`config.mk`:
```
export PLATFORM = sky130hd
export DESIGN_NAME = stick_position_heading_tracker_flat
export DESIGN_NICKNAME = d
export VERILOG_FILES = /design/src/sv/sph_pkg.sv /design/src/sv/sph_in_if.sv /design/src/sv/sph_out_if.sv /design/src/sv/sph_ctrl.sv /design/src/sv/sph_dp.sv /design/src/sv/stick_position_heading_tracker.sv /design/src/flat_wrapper.sv
export SDC_FILE = /design/constraint.sdc
export NUM_CORES = 2
export LEC_CHECK = 0
export ABC_CLOCK_PERIOD_IN_PS = 9800
export BUFFER_PORTS_ARGS = -buffer_cell sky130_fd_sc_hd__buf_2
export CAP_MARGIN = 0
export CORE_MARGIN = 2
export CORE_UTILIZATION = 55
export CTS_CLUSTER_SIZE = 12
export DETAILED_ROUTE_END_ITERATION = 7
export HOLD_SLACK_MARGIN = 0.12
export PLACE_DENSITY_LB_ADDON = 0.1
export SYNTH_ARGS = -nofsm -noshare
export SYNTH_HDL_FRONTEND = slang
export SYNTH_HIERARCHICAL = 1
export SYNTH_SLANG_ARGS = --single-unit
```
`constraint.sdc`:
```
create_clock -name i_clk -period 9.8 [get_ports i_clk]
set_clock_uncertainty 0.1 [all_clocks]
set_input_delay 1.96 -clock i_clk [delete_from_list [all_inputs] [get_ports i_clk]]
set_output_delay 1.96 -clock i_clk [all_outputs]
set_load 0.1 [all_outputs]
```
`src/sv/sph_pkg.sv`:
```
`default_nettype none

package sph_pkg;

    // default geometry
    localparam int SPH_FIELD_SIDE    = 32;
    localparam int SPH_POS_FRAC_BITS = 24;

    // fixed field widths
    localparam int STICK_W   = 8;
    localparam int HEADING_W = 4;
    localparam int CELL_W    = 10;
    localparam int DZ_W      = 7;
    localparam int STEP_W    = 16;
    localparam int CFG_IDX_W = 2;
    localparam int CFG_DATA_W = STEP_W;

    // register indexes
    localparam logic [CFG_IDX_W-1:0] CFG_REST_RADIUS = 2'd0;
    localparam logic [CFG_IDX_W-1:0] CFG_STEP_X      = 2'd1;
    localparam logic [CFG_IDX_W-1:0] CFG_STEP_Z      = 2'd2;

    // register reset values
    localparam logic [DZ_W-1:0]   REST_RADIUS_RST = 7'd14;
    localparam logic [STEP_W-1:0] STEP_X_RST      = 16'd1818;
    localparam logic [STEP_W-1:0] STEP_Z_RST      = 16'd2397;

    // heading codes
    localparam logic [HEADING_W-1:0] HDG_EAST  = 4'd0;
    localparam logic [HEADING_W-1:0] HDG_NE    = 4'd1;
    localparam logic [HEADING_W-1:0] HDG_NORTH = 4'd2;
    localparam logic [HEADING_W-1:0] HDG_NW    = 4'd3;
    localparam logic [HEADING_W-1:0] HDG_WEST  = 4'd4;
    localparam logic [HEADING_W-1:0] HDG_SW    = 4'd5;
    localparam logic [HEADING_W-1:0] HDG_SOUTH = 4'd6;
    localparam logic [HEADING_W-1:0] HDG_SE    = 4'd7;
    localparam logic [HEADING_W-1:0] HDG_STILL = 4'd8;

    // controller to datapath
    typedef struct packed {
        logic capture;   // take the sample, form offsets and products
        logic update;    // add, clamp and store the position
        logic scale;     // scale the position onto the grid
        logic load;      // fill the output register
    } t_cmd;

    // datapath to controller
    typedef struct packed {
        logic out_free;  // output register empty or being taken
    } t_sts;

endpackage

`default_nettype wire

```
`src/sv/sph_in_if.sv`:
```
`default_nettype none

interface sph_in_if import sph_pkg::*; ();
    logic               valid;
    logic               ready;
    logic [STICK_W-1:0] stick_x;
    logic [STICK_W-1:0] stick_y;

    modport source (output valid, output stick_x, output stick_y, input ready);
    modport sink   (input valid, input stick_x, input stick_y, output ready);
endinterface

`default_nettype wire

```
`src/sv/sph_out_if.sv`:
```
`default_nettype none

interface sph_out_if import sph_pkg::*; ();
    logic                 valid;
    logic                 ready;
    logic [STICK_W-1:0]   raw_x;
    logic [STICK_W-1:0]   raw_y;
    logic [HEADING_W-1:0] heading;
    logic [CELL_W-1:0]    cell_index;
    logic                 walled;
    logic                 moving;

    modport source (output valid, output raw_x, output raw_y, output heading,
                    output cell_index, output walled, output moving, input ready);
    modport sink   (input valid, input raw_x, input raw_y, input heading,
                    input cell_index, input walled, input moving, output ready);
endinterface

`default_nettype wire

```
`src/sv/sph_ctrl.sv`:
```
`default_nettype none

module sph_ctrl import sph_pkg::*; (
    input  wire logic i_clk,
    input  wire logic i_rst_n,
    input  wire logic i_in_valid,
    output logic      o_in_ready,
    input  wire t_sts i_sts,
    output t_cmd      o_cmd
);

    typedef enum logic [3:0] {
        ST_IDLE = 4'b0001,
        ST_UPD  = 4'b0010,
        ST_CELL = 4'b0100,
        ST_LOAD = 4'b1000
    } t_state;

    t_state r_state;
    t_state n_state;

    // sequencing: one sample at a time through add, scale and load
    always_comb begin
        n_state     = r_state;
        o_in_ready  = 1'b0;
        o_cmd       = '0;
        case (r_state)
            ST_IDLE: begin
                o_in_ready = 1'b1;
                if (i_in_valid) begin
                    o_cmd.capture = 1'b1;
                    n_state       = ST_UPD;
                end
            end
            ST_UPD: begin
                o_cmd.update = 1'b1;
                n_state      = ST_CELL;
            end
            ST_CELL: begin
                o_cmd.scale = 1'b1;
                n_state     = ST_LOAD;
            end
            ST_LOAD: begin
                if (i_sts.out_free) begin
                    o_cmd.load = 1'b1;
                    n_state    = ST_IDLE;
                end
            end
            default: begin
                n_state = ST_IDLE;
            end
        endcase
    end

    always_ff @(posedge i_clk) begin
        if (!i_rst_n) begin
            r_state <= ST_IDLE;
        end else begin
            r_state <= n_state;
        end
    end

endmodule

`default_nettype wire

```
`src/sv/sph_dp.sv`:
```
`default_nettype none

module sph_dp import sph_pkg::*; #(
    parameter int FIELD_SIDE    = SPH_FIELD_SIDE,
    parameter int POS_FRAC_BITS = SPH_POS_FRAC_BITS
) (
    input  wire logic                  i_clk,
    input  wire logic                  i_rst_n,
    input  wire logic                  i_cfg_we,
    input  wire logic [CFG_IDX_W-1:0]  i_cfg_idx,
    input  wire logic [CFG_DATA_W-1:0] i_cfg_data,
    input  wire logic [STICK_W-1:0]    i_stick_x,
    input  wire logic [STICK_W-1:0]    i_stick_y,
    input  wire t_cmd                  i_cmd,
    output t_sts                       o_sts,
    input  wire logic                  i_out_ready,
    output logic                       o_out_valid,
    output logic [STICK_W-1:0]         o_raw_x,
    output logic [STICK_W-1:0]         o_raw_y,
    output logic [HEADING_W-1:0]       o_heading,
    output logic [CELL_W-1:0]          o_cell_index,
    output logic                       o_walled,
    output logic                       o_moving
);

    localparam int POS_W  = POS_FRAC_BITS + 1;
    localparam int PROD_W = STICK_W + STEP_W + 1;
    localparam int SUM_W  = ((POS_W > PROD_W) ? POS_W : PROD_W) + 2;
    localparam int CW     = $clog2(FIELD_SIDE);
    localparam int GM_W   = POS_W + CW + 1;
    localparam int IDX_W  = (2 * CW > CELL_W) ? 2 * CW : CELL_W;

    localparam logic [POS_W-1:0] POS_HALF = POS_W'(1) << (POS_FRAC_BITS - 1);
    localparam logic [POS_W-1:0] POS_ONE  = POS_W'(1) << POS_FRAC_BITS;
    localparam logic [SUM_W-1:0] SUM_ONE  = SUM_W'(1) << POS_FRAC_BITS;
    localparam logic [CW-1:0]    SIDE_M1  = CW'(FIELD_SIDE - 1);
    localparam logic [IDX_W-1:0] SIDE_W   = IDX_W'(FIELD_SIDE);

    // 8-way sector of a movement, 5/12 standing in for tan 22.5
    function automatic logic [HEADING_W-1:0] f_sector(
        input logic signed [STICK_W-1:0] mx,
        input logic signed [STICK_W-1:0] my
    );
        logic [STICK_W-1:0] ax;
        logic [STICK_W-1:0] ay;
        logic [10:0]        ax5;
        logic [10:0]        ay12;
        logic [10:0]        ax12;
        logic [10:0]        ay5;
        logic [HEADING_W-1:0] hdg;
        ax   = mx[STICK_W-1] ? STICK_W'(-mx) : STICK_W'(mx);
        ay   = my[STICK_W-1] ? STICK_W'(-my) : STICK_W'(my);
        ax5  = {3'b000, ax} * 11'd5;
        ay5  = {3'b000, ay} * 11'd5;
        ax12 = {3'b000, ax} * 11'd12;
        ay12 = {3'b000, ay} * 11'd12;
        if (ay12 < ax5) begin
            hdg = (mx > 0) ? HDG_EAST : HDG_WEST;
        end else if (ax12 < ay5) begin
            hdg = (my > 0) ? HDG_NORTH : HDG_SOUTH;
        end else if (mx > 0) begin
            hdg = (my > 0) ? HDG_NE : HDG_SE;
        end else begin
            hdg = (my > 0) ? HDG_NW : HDG_SW;
        end
        return hdg;
    endfunction

    // configuration registers
    logic [DZ_W-1:0]   r_rest_radius;
    logic [STEP_W-1:0] r_step_x;
    logic [STEP_W-1:0] r_step_z;

    always_ff @(posedge i_clk) begin
        if (!i_rst_n) begin
            r_rest_radius <= REST_RADIUS_RST;
            r_step_x      <= STEP_X_RST;
            r_step_z      <= STEP_Z_RST;
        end else if (i_cfg_we) begin
            case (i_cfg_idx)
                CFG_REST_RADIUS: r_rest_radius <= i_cfg_data[DZ_W-1:0];
                CFG_STEP_X:      r_step_x      <= i_cfg_data;
                CFG_STEP_Z:      r_step_z      <= i_cfg_data;
                default: begin
                end
            endcase
        end
    end

    // capture: centred offsets, dead zone test, position increments
    logic signed [STICK_W-1:0] dx;
    logic signed [STICK_W-1:0] dy;
    logic signed [15:0]        sq_x;
    logic signed [15:0]        sq_y;
    logic [16:0]               sq_sum;
    logic [13:0]               dz_sq;
    logic signed [PROD_W-1:0]  n_prod_x;
    logic signed [PROD_W-1:0]  n_prod_z;

    assign dx = {~i_stick_x[STICK_W-1], i_stick_x[STICK_W-2:0]};
    assign dy = {~i_stick_y[STICK_W-1], i_stick_y[STICK_W-2:0]};

    always_comb begin
        sq_x     = dx * dx;
        sq_y     = dy * dy;
        sq_sum   = {1'b0, sq_x} + {1'b0, sq_y};
        dz_sq    = {7'd0, r_rest_radius} * {7'd0, r_rest_radius};
        n_prod_x = dx * $signed({1'b0, r_step_x});
        n_prod_z = dy * $signed({1'b0, r_step_z});
    end

    logic [STICK_W-1:0]        r_raw_x;
    logic [STICK_W-1:0]        r_raw_y;
    logic signed [STICK_W-1:0] r_dx;
    logic signed [STICK_W-1:0] r_dy;
    logic                      r_moving;
    logic signed [PROD_W-1:0]  r_prod_x;
    logic signed [PROD_W-1:0]  r_prod_z;

    always_ff @(posedge i_clk) begin
        if (i_cmd.capture) begin
            r_raw_x  <= i_stick_x;
            r_raw_y  <= i_stick_y;
            r_dx     <= dx;
            r_dy     <= dy;
            r_moving <= sq_sum > {3'b000, dz_sq};
            r_prod_x <= n_prod_x;
            r_prod_z <= n_prod_z;
        end
    end

    // update: unclamped position, clamp to the unit square
    logic signed [SUM_W-1:0] ux;
    logic signed [SUM_W-1:0] uz;
    logic [POS_W-1:0]        nx;
    logic [POS_W-1:0]        nz;
    logic                    clip_x;
    logic                    clip_z;
    logic [POS_W-1:0]        r_pos_x;
    logic [POS_W-1:0]        r_pos_z;
    logic                    r_chg_x;
    logic                    r_chg_z;
    logic                    r_walled;

    always_comb begin
        ux     = $signed(SUM_W'(r_pos_x)) + SUM_W'(r_prod_x);
        uz     = $signed(SUM_W'(r_pos_z)) - SUM_W'(r_prod_z);
        clip_x = 1'b1;
        clip_z = 1'b1;
        if (ux < 0) begin
            nx = '0;
        end else if (ux > $signed(SUM_ONE)) begin
            nx = POS_ONE;
        end else begin
            nx     = ux[POS_W-1:0];
            clip_x = 1'b0;
        end
        if (uz < 0) begin
            nz = '0;
        end else if (uz > $signed(SUM_ONE)) begin
            nz = POS_ONE;
        end else begin
            nz     = uz[POS_W-1:0];
            clip_z = 1'b0;
        end
    end

    always_ff @(posedge i_clk) begin
        if (!i_rst_n) begin
            r_pos_x <= POS_HALF;
            r_pos_z <= POS_HALF;
        end else if (i_cmd.update && r_moving) begin
            r_pos_x <= nx;
            r_pos_z <= nz;
        end
    end

    always_ff @(posedge i_clk) begin
        if (i_cmd.update) begin
            r_chg_x  <= r_moving && (nx != r_pos_x);
            r_chg_z  <= r_moving && (nz != r_pos_z);
            r_walled <= r_moving && (clip_x || clip_z);
        end
    end

    // grid scaling, round half up
    logic [GM_W-1:0] gm_x;
    logic [GM_W-1:0] gm_z;
    logic [CW-1:0]   r_fx;
    logic [CW-1:0]   r_fz;

    always_comb begin
        gm_x = GM_W'(r_pos_x) * GM_W'(SIDE_M1) + GM_W'(POS_HALF);
        gm_z = GM_W'(r_pos_z) * GM_W'(SIDE_M1) + GM_W'(POS_HALF);
    end

    always_ff @(posedge i_clk) begin
        if (i_cmd.scale) begin
            r_fx <= gm_x[POS_FRAC_BITS +: CW];
            r_fz <= gm_z[POS_FRAC_BITS +: CW];
        end
    end

    // load: heading from the surviving movement, cell index
    logic signed [STICK_W-1:0] mx;
    logic signed [STICK_W-1:0] my;
    logic [HEADING_W-1:0]      n_heading;
    logic [IDX_W-1:0]          n_idx;

    always_comb begin
        mx        = r_chg_x ? r_dx : '0;
        my        = r_chg_z ? r_dy : '0;
        n_heading = (r_chg_x || r_chg_z) ? f_sector(mx, my) : HDG_STILL;
        n_idx     = IDX_W'(r_fz) * SIDE_W + IDX_W'(r_fx);
    end

    // output register
    logic r_out_valid;

    assign o_sts.out_free = !r_out_valid || i_out_ready;
    assign o_out_valid    = r_out_valid;

    always_ff @(posedge i_clk) begin
        if (!i_rst_n) begin
            r_out_valid <= 1'b0;
        end else if (i_cmd.load) begin
            r_out_valid <= 1'b1;
        end else if (i_out_ready) begin
            r_out_valid <= 1'b0;
        end
    end

    always_ff @(posedge i_clk) begin
        if (i_cmd.load) begin
            o_raw_x      <= r_raw_x;
            o_raw_y      <= r_raw_y;
            o_heading    <= n_heading;
            o_cell_index <= n_idx[CELL_W-1:0];
            o_walled     <= r_walled;
            o_moving     <= r_moving;
        end
    end

endmodule

`default_nettype wire

```
`src/sv/stick_position_heading_tracker.sv`:
```
// Channel  Direction  Transfer when       Payload
// i_in     in         valid & ready       stick_x, stick_y
// o_out    out        valid & ready       raw_x, raw_y, heading, cell_index, walled, moving
// i_cfg    in         i_cfg_we            i_cfg_idx, i_cfg_data (no read-back)
//
// A sample goes through these steps in order: transfer (offsets and gain products),
// position add and clamp, grid scaling, output load. The controller handles
// one sample at a time and takes no new sample until the last one is loaded.
// Reset (synchronous) centres the position and loads the register defaults.
// A result waiting in the output register holds the controller at the load
// step; no new sample is taken until that result has been loaded.
`default_nettype none

module stick_position_heading_tracker import sph_pkg::*; #(
    parameter int FIELD_SIDE    = SPH_FIELD_SIDE,
    parameter int POS_FRAC_BITS = SPH_POS_FRAC_BITS
) (
    input  wire logic                  i_clk,
    input  wire logic                  i_rst_n,
    input  wire logic                  i_cfg_we,
    input  wire logic [CFG_IDX_W-1:0]  i_cfg_idx,
    input  wire logic [CFG_DATA_W-1:0] i_cfg_data,
    sph_in_if.sink                     i_in,
    sph_out_if.source                  o_out
);

    t_cmd cmd;
    t_sts sts;

    sph_ctrl u_ctrl (
        .i_clk      (i_clk),
        .i_rst_n    (i_rst_n),
        .i_in_valid (i_in.valid),
        .o_in_ready (i_in.ready),
        .i_sts      (sts),
        .o_cmd      (cmd)
    );

    sph_dp #(
        .FIELD_SIDE    (FIELD_SIDE),
        .POS_FRAC_BITS (POS_FRAC_BITS)
    ) u_dp (
        .i_clk        (i_clk),
        .i_rst_n      (i_rst_n),
        .i_cfg_we     (i_cfg_we),
        .i_cfg_idx    (i_cfg_idx),
        .i_cfg_data   (i_cfg_data),
        .i_stick_x    (i_in.stick_x),
        .i_stick_y    (i_in.stick_y),
        .i_cmd        (cmd),
        .o_sts        (sts),
        .i_out_ready  (o_out.ready),
        .o_out_valid  (o_out.valid),
        .o_raw_x      (o_out.raw_x),
        .o_raw_y      (o_out.raw_y),
        .o_heading    (o_out.heading),
        .o_cell_index (o_out.cell_index),
        .o_walled     (o_out.walled),
        .o_moving     (o_out.moving)
    );

endmodule

`default_nettype wire

```
`src/flat_wrapper.sv`:
```
// flat-port wrapper written by rule: the top's interface ports become plain ports
module stick_position_heading_tracker_flat import sph_pkg::*;
#(
    parameter int FIELD_SIDE    = SPH_FIELD_SIDE,
    parameter int POS_FRAC_BITS = SPH_POS_FRAC_BITS
)
  (i_clk, i_rst_n, i_cfg_we, i_cfg_idx, i_cfg_data, i_in_valid, i_in_stick_x, i_in_stick_y, i_in_ready, o_out_valid, o_out_raw_x, o_out_raw_y, o_out_heading, o_out_cell_index, o_out_walled, o_out_moving, o_out_ready);
  sph_in_if i_in_i ();
  sph_out_if o_out_i ();
  input  wire logic i_clk;
  input  wire logic i_rst_n;
  input  wire logic i_cfg_we;
  input  wire logic [CFG_IDX_W-1:0] i_cfg_idx;
  input  wire logic [CFG_DATA_W-1:0] i_cfg_data;
  input wire logic [$bits(i_in_i.valid)-1:0] i_in_valid;
  input wire logic [$bits(i_in_i.stick_x)-1:0] i_in_stick_x;
  input wire logic [$bits(i_in_i.stick_y)-1:0] i_in_stick_y;
  output wire logic [$bits(i_in_i.ready)-1:0] i_in_ready;
  output wire logic [$bits(o_out_i.valid)-1:0] o_out_valid;
  output wire logic [$bits(o_out_i.raw_x)-1:0] o_out_raw_x;
  output wire logic [$bits(o_out_i.raw_y)-1:0] o_out_raw_y;
  output wire logic [$bits(o_out_i.heading)-1:0] o_out_heading;
  output wire logic [$bits(o_out_i.cell_index)-1:0] o_out_cell_index;
  output wire logic [$bits(o_out_i.walled)-1:0] o_out_walled;
  output wire logic [$bits(o_out_i.moving)-1:0] o_out_moving;
  input wire logic [$bits(o_out_i.ready)-1:0] o_out_ready;
  assign i_in_i.valid = i_in_valid;
  assign i_in_i.stick_x = i_in_stick_x;
  assign i_in_i.stick_y = i_in_stick_y;
  assign i_in_ready = i_in_i.ready;
  assign o_out_valid = o_out_i.valid;
  assign o_out_raw_x = o_out_i.raw_x;
  assign o_out_raw_y = o_out_i.raw_y;
  assign o_out_heading = o_out_i.heading;
  assign o_out_cell_index = o_out_i.cell_index;
  assign o_out_walled = o_out_i.walled;
  assign o_out_moving = o_out_i.moving;
  assign o_out_i.ready = o_out_ready;
  stick_position_heading_tracker #(.FIELD_SIDE(FIELD_SIDE), .POS_FRAC_BITS(POS_FRAC_BITS)) u_core (.i_clk(i_clk), .i_rst_n(i_rst_n), .i_cfg_we(i_cfg_we), .i_cfg_idx(i_cfg_idx), .i_cfg_data(i_cfg_data), .i_in(i_in_i), .o_out(o_out_i));
endmodule
```
==> metrics.txt <==
WS Path Type in -> reg; Cells after Synth 3714; Critical Path AT 7730 ps; slew at the pin with the worst max-slew slack 1060 ps; FF-to-FF setup slack 4000 ps; clock power share 12.9%; Die W 251 um; P_int 3.87 mW; Final setup viols 0; Final TNS setup 0 ps; Final nets 4622; MaxCap Viol Count 0; Sink Count 208; maximum fanout along the worst path 27; FP Rows 90; synth unique cells 94; CTS resizes 0; Slew HR 29.0%; placed cells 4476; port buffer count 72; clock period minus worst slack 7510 ps; Post-Syn Area per Cell 9.04 um2; final hold slack 317 ps; combinational share of power 70.6%; net switching share of the total power 46.6%; Pwr Density 205 nW/um2; Post-Route WL 79.9 mm; Tot GR Track Use 25.9%; DRT Pass-1 Iters 6; final RePlAce weighted congestion 0.981; post-DP HPWL 64.7 mm; total number of vias 25200; Seq pwr share 16.5%; Crit Reg-Reg Endpoint u_core/u_dp/r_moving; DIE AREA 63000 um2; total leakage power 17.4 nW; worst-skew pair later-pin latency 580 ps; Initial DRC Count 1402; core area 60400 um2; Hold EP u_core/u_dp/o_cell_index[1]; Yosys warning count 6; largest net degree at the start of global routing 95; setup bufs post-CTS 0; Syn Nets 4614; Routed Antenna Nets 0; fill cell count 5350; initial antenna violation count 2; synth-to-layout area growth 5.46%; ys async rst share 0%; maximum vdd drop 487 uV; vias per std cell 5.56; global route overflow 0; Max clock buf depth 3; share of cells above drive strength 1 5.51%; residual DRC count 0; NetSw 3.38 mW; status finished clean; startpoint types primary input; ys flop type edfxtp_1; R2R Path Start u_core/u_dp/r_rest_radius[0]; Final Hold Vio Count 0; post-synthesis sequential area ratio 15.8%; Max Fclk 133 MHz; hold path start u_core/u_dp/r_fx[1]; htree depth 1; Hold-fix buffers, CTS 0; Worst-path clk slew 70 ps; Die Y 251 um; final slew viol count 0; hold path depth 0; global-route wire length before repair 132 mm; RSZ-0062 raised after global routing no; vias in the first global route 25800; CTS tree done; post-route clock period utilization 76.7%; Reg2Reg Depth 21; #FFs+latches synth 208; Min-Delay Path Class reg -> reg; total CTS buffers 26; final std cells w/o fill 4526; Initial Utilization 55.6%; EDFF count, synth 114; Clock Tree Root clkbuf_16; Post-Syn Area 33600 um2; WL per Instance 17.7 um; Worst Path Required 10020 ps; io pins 73; Setup crit end kind register
state kept, by name, indices dropped and copies added (netlist names), 4 cells and up:
signal,flops
u_core/u_dp/o_heading,4
u_core/u_dp/r_step_x,16
u_core/u_dp/r_fz,5
u_core/u_ctrl/r_state,4
u_core/u_dp/o_raw_y,8
u_core/u_dp/o_raw_x,8
u_core/u_dp/r_pos_z,25
u_core/u_dp/r_rest_radius,7
u_core/u_dp/r_prod_x,25
u_core/u_dp/r_pos_x,25
u_core/u_dp/o_cell_index,10
u_core/u_dp/r_prod_z,25
u_core/u_dp/r_step_z,16
u_core/u_dp/r_raw_y,8
u_core/u_dp/r_raw_x,8
u_core/u_dp/r_fx,5
per-layer routing:
| layer | vias to the layer above | wire length (um) | share of wire [%] | track usage (%) |
|---|---|---|---|---|
| li1 | 12200 | - | - | - |
| met1 | 12300 | 37100 | 46 | 36.3 |
| met2 | 555 | 36900 | 46 | 42.6 |
| met3 | 141 | 3460 | 4.3 | 2.82 |
| met4 | 0 | 2440 | 3.1 | 7.55 |
| met5 | - | 0 | 0 | 0 |
kinds of logic (layout without fill, tap and decap cells):
logic type | count (synthesis) | after routing | synth area share (%)
buffers and inverters | 808 | 836 | 9.14
and+or+nand+nor | 1029 | 1029 | 15.9
adders and majority gates | 861 | 861 | 41.4
DFF | 208 | 208 | 15.8
AOI/OAI and AO/OA | 598 | 598 | 12.2
other | 0 | 2 | 0
xor gates and xnor gates | 193 | 193 | 5.03
muxes | 17 | 17 | 0.525
how the worst max path moves through the flow:
stage / startpoint / endpoint / slack [ps] / depth (start not counted)
after floorplan: i_in_stick_x[7] / u_core/u_dp/r_moving / 2320 / 25
after global placement: i_in_stick_x[3] / u_core/u_dp/r_moving / 1950 / 27
after CTS: i_in_stick_y[3] / u_core/u_dp/r_moving / 2400 / 27
after global routing: i_in_stick_x[7] / u_core/u_dp/r_moving / 1920 / 26
after detailed placement: i_in_stick_y[7] / u_core/u_dp/r_moving / 1770 / 26
final: i_in_stick_x[0] / u_core/u_dp/r_moving / 2290 / 27
cell usage after synthesis, drive strengths merged (7+ instances only):
| library cell | number | area share [%] |
|---|---|---|
| inv | 708 | 7.9 |
| ha | 446 | 17 |
| fa | 415 | 25 |
| nand2 | 288 | 3.2 |
| and2 | 210 | 3.9 |
| nor2 | 161 | 1.8 |
| a21oi | 160 | 2.4 |
| xnor2 | 148 | 3.9 |
| edfxtp | 114 | 10 |
| dfxtp | 94 | 5.6 |
| clkbuf | 87 | 0.97 |
| o21ai | 86 | 1.3 |
| a21o | 69 | 1.5 |
| nor2b | 69 | 1.3 |
| nand3 | 68 | 1.0 |
| nor3 | 56 | 0.83 |
| xor2 | 45 | 1.2 |
| a21boi | 42 | 0.94 |
| or2 | 40 | 0.75 |
| o21bai | 37 | 0.83 |
| a22oi | 26 | 0.58 |
| nand2b | 26 | 0.48 |
| o21a | 26 | 0.58 |
| or3 | 22 | 0.41 |
| nor4 | 17 | 0.32 |
| a31oi | 15 | 0.32 |
| and3 | 14 | 0.26 |
| o211ai | 14 | 0.31 |
| a211oi | 13 | 0.29 |
| buf | 13 | 0.25 |
| mux2i | 12 | 0.36 |
| o221ai | 12 | 0.37 |
| o2111ai | 11 | 0.29 |
| nand4 | 9 | 0.19 |
| nor4b | 9 | 0.41 |
| o22ai | 9 | 0.17 |
| a31o | 8 | 0.21 |
| nor3b | 8 | 0.18 |
| o31ai | 8 | 0.18 |
| o31a | 7 | 0.19 |
critical path, cell delays in order:
cell and delay, ps:
buf_2 420, nor2b_1 350, xnor2_1 190, ha_1 290, fa_1 460, fa_1 490, inv_1 50, fa_1 530
inv_1 40, ha_1 310, inv_1 80, o21bai_1 70, a21oi_1 220, o21bai_1 110, a21oi_1 220, nor2b_1 70
o21a_1 180, nor2_1 110, xnor2_1 80, ha_1 330, o21ai_0 120, nor2_1 120, a21oi_1 70, ha_1 340
nand3_1 90, nor4_1 250, o221ai_1 150
power by group through the flow:
stage               logic (mW)  clock network (mW)  registers [mW]
finish                    5.13               0.935            1.20
global route              5.84               0.993            1.21
CTS                       5.09               0.971            1.20
detailed placement        5.05                   0            1.21
global placement          4.86                   0            1.21
floorplan                 3.96                   0            1.19
cell type report:
type	count	area [um2]	share of cell area, %
Sequential cell	208	5310	15.0
Antenna cell	2	5.00	0.0141
Multi-Input combinational cell	2698	25200	71.2
Timing Repair Buffer	80	420	1.19
Tap cell	782	978	2.76
Clock inverter	11	70.1	0.198
Inverter	708	2660	7.51
Clock buffer	37	748	2.11
through the flow:
stage	area (um2)	worst slack (ps)	total power, mW	utilization [%]
4_1_cts	35400	2400	7.25	58.7
3_3_place_gp	34600	1950	6.07	57.3
2_1_floorplan	33600	2320	5.15	-
6_report	35400	2290	7.26	58.7
3_5_place_dp	34600	1770	6.26	57.3
5_1_grt	35400	1920	8.04	58.7
placed cells by master, fill, tap and decap left out, types with 11 or more instances in the layout:
master     synthesis  routed
o21a_1            26      26
o211ai_1          14      14
fa_1             415     415
nor3_1            56      56
a21oi_1          157     157
inv_1            708     708
a211oi_1          13      13
ha_1             446     446
edfxtp_1         114     114
dfxtp_1           94      94
o21bai_1          37      37
buf_2              4      72
nand2_1          288     287
or3_1             22      22
a22oi_1           26      26
nand2b_1          26      26
xor2_1            45      45
nor2b_1           69      69
a21boi_0          40      40
nand3_1           68      68
nor4_1            17      16
and3_1            14      14
o221ai_1          11      11
clkbuf_16          0      28
o2111ai_1         11      11
a31oi_1           14      14
o21ai_0           78      78
a21o_1            68      68
and2_1           208     207
or2_2             39      39
nor2_1           161     161
mux2i_1           12      12
xnor2_1          148     148
Power figures use the tool's default switching activity.
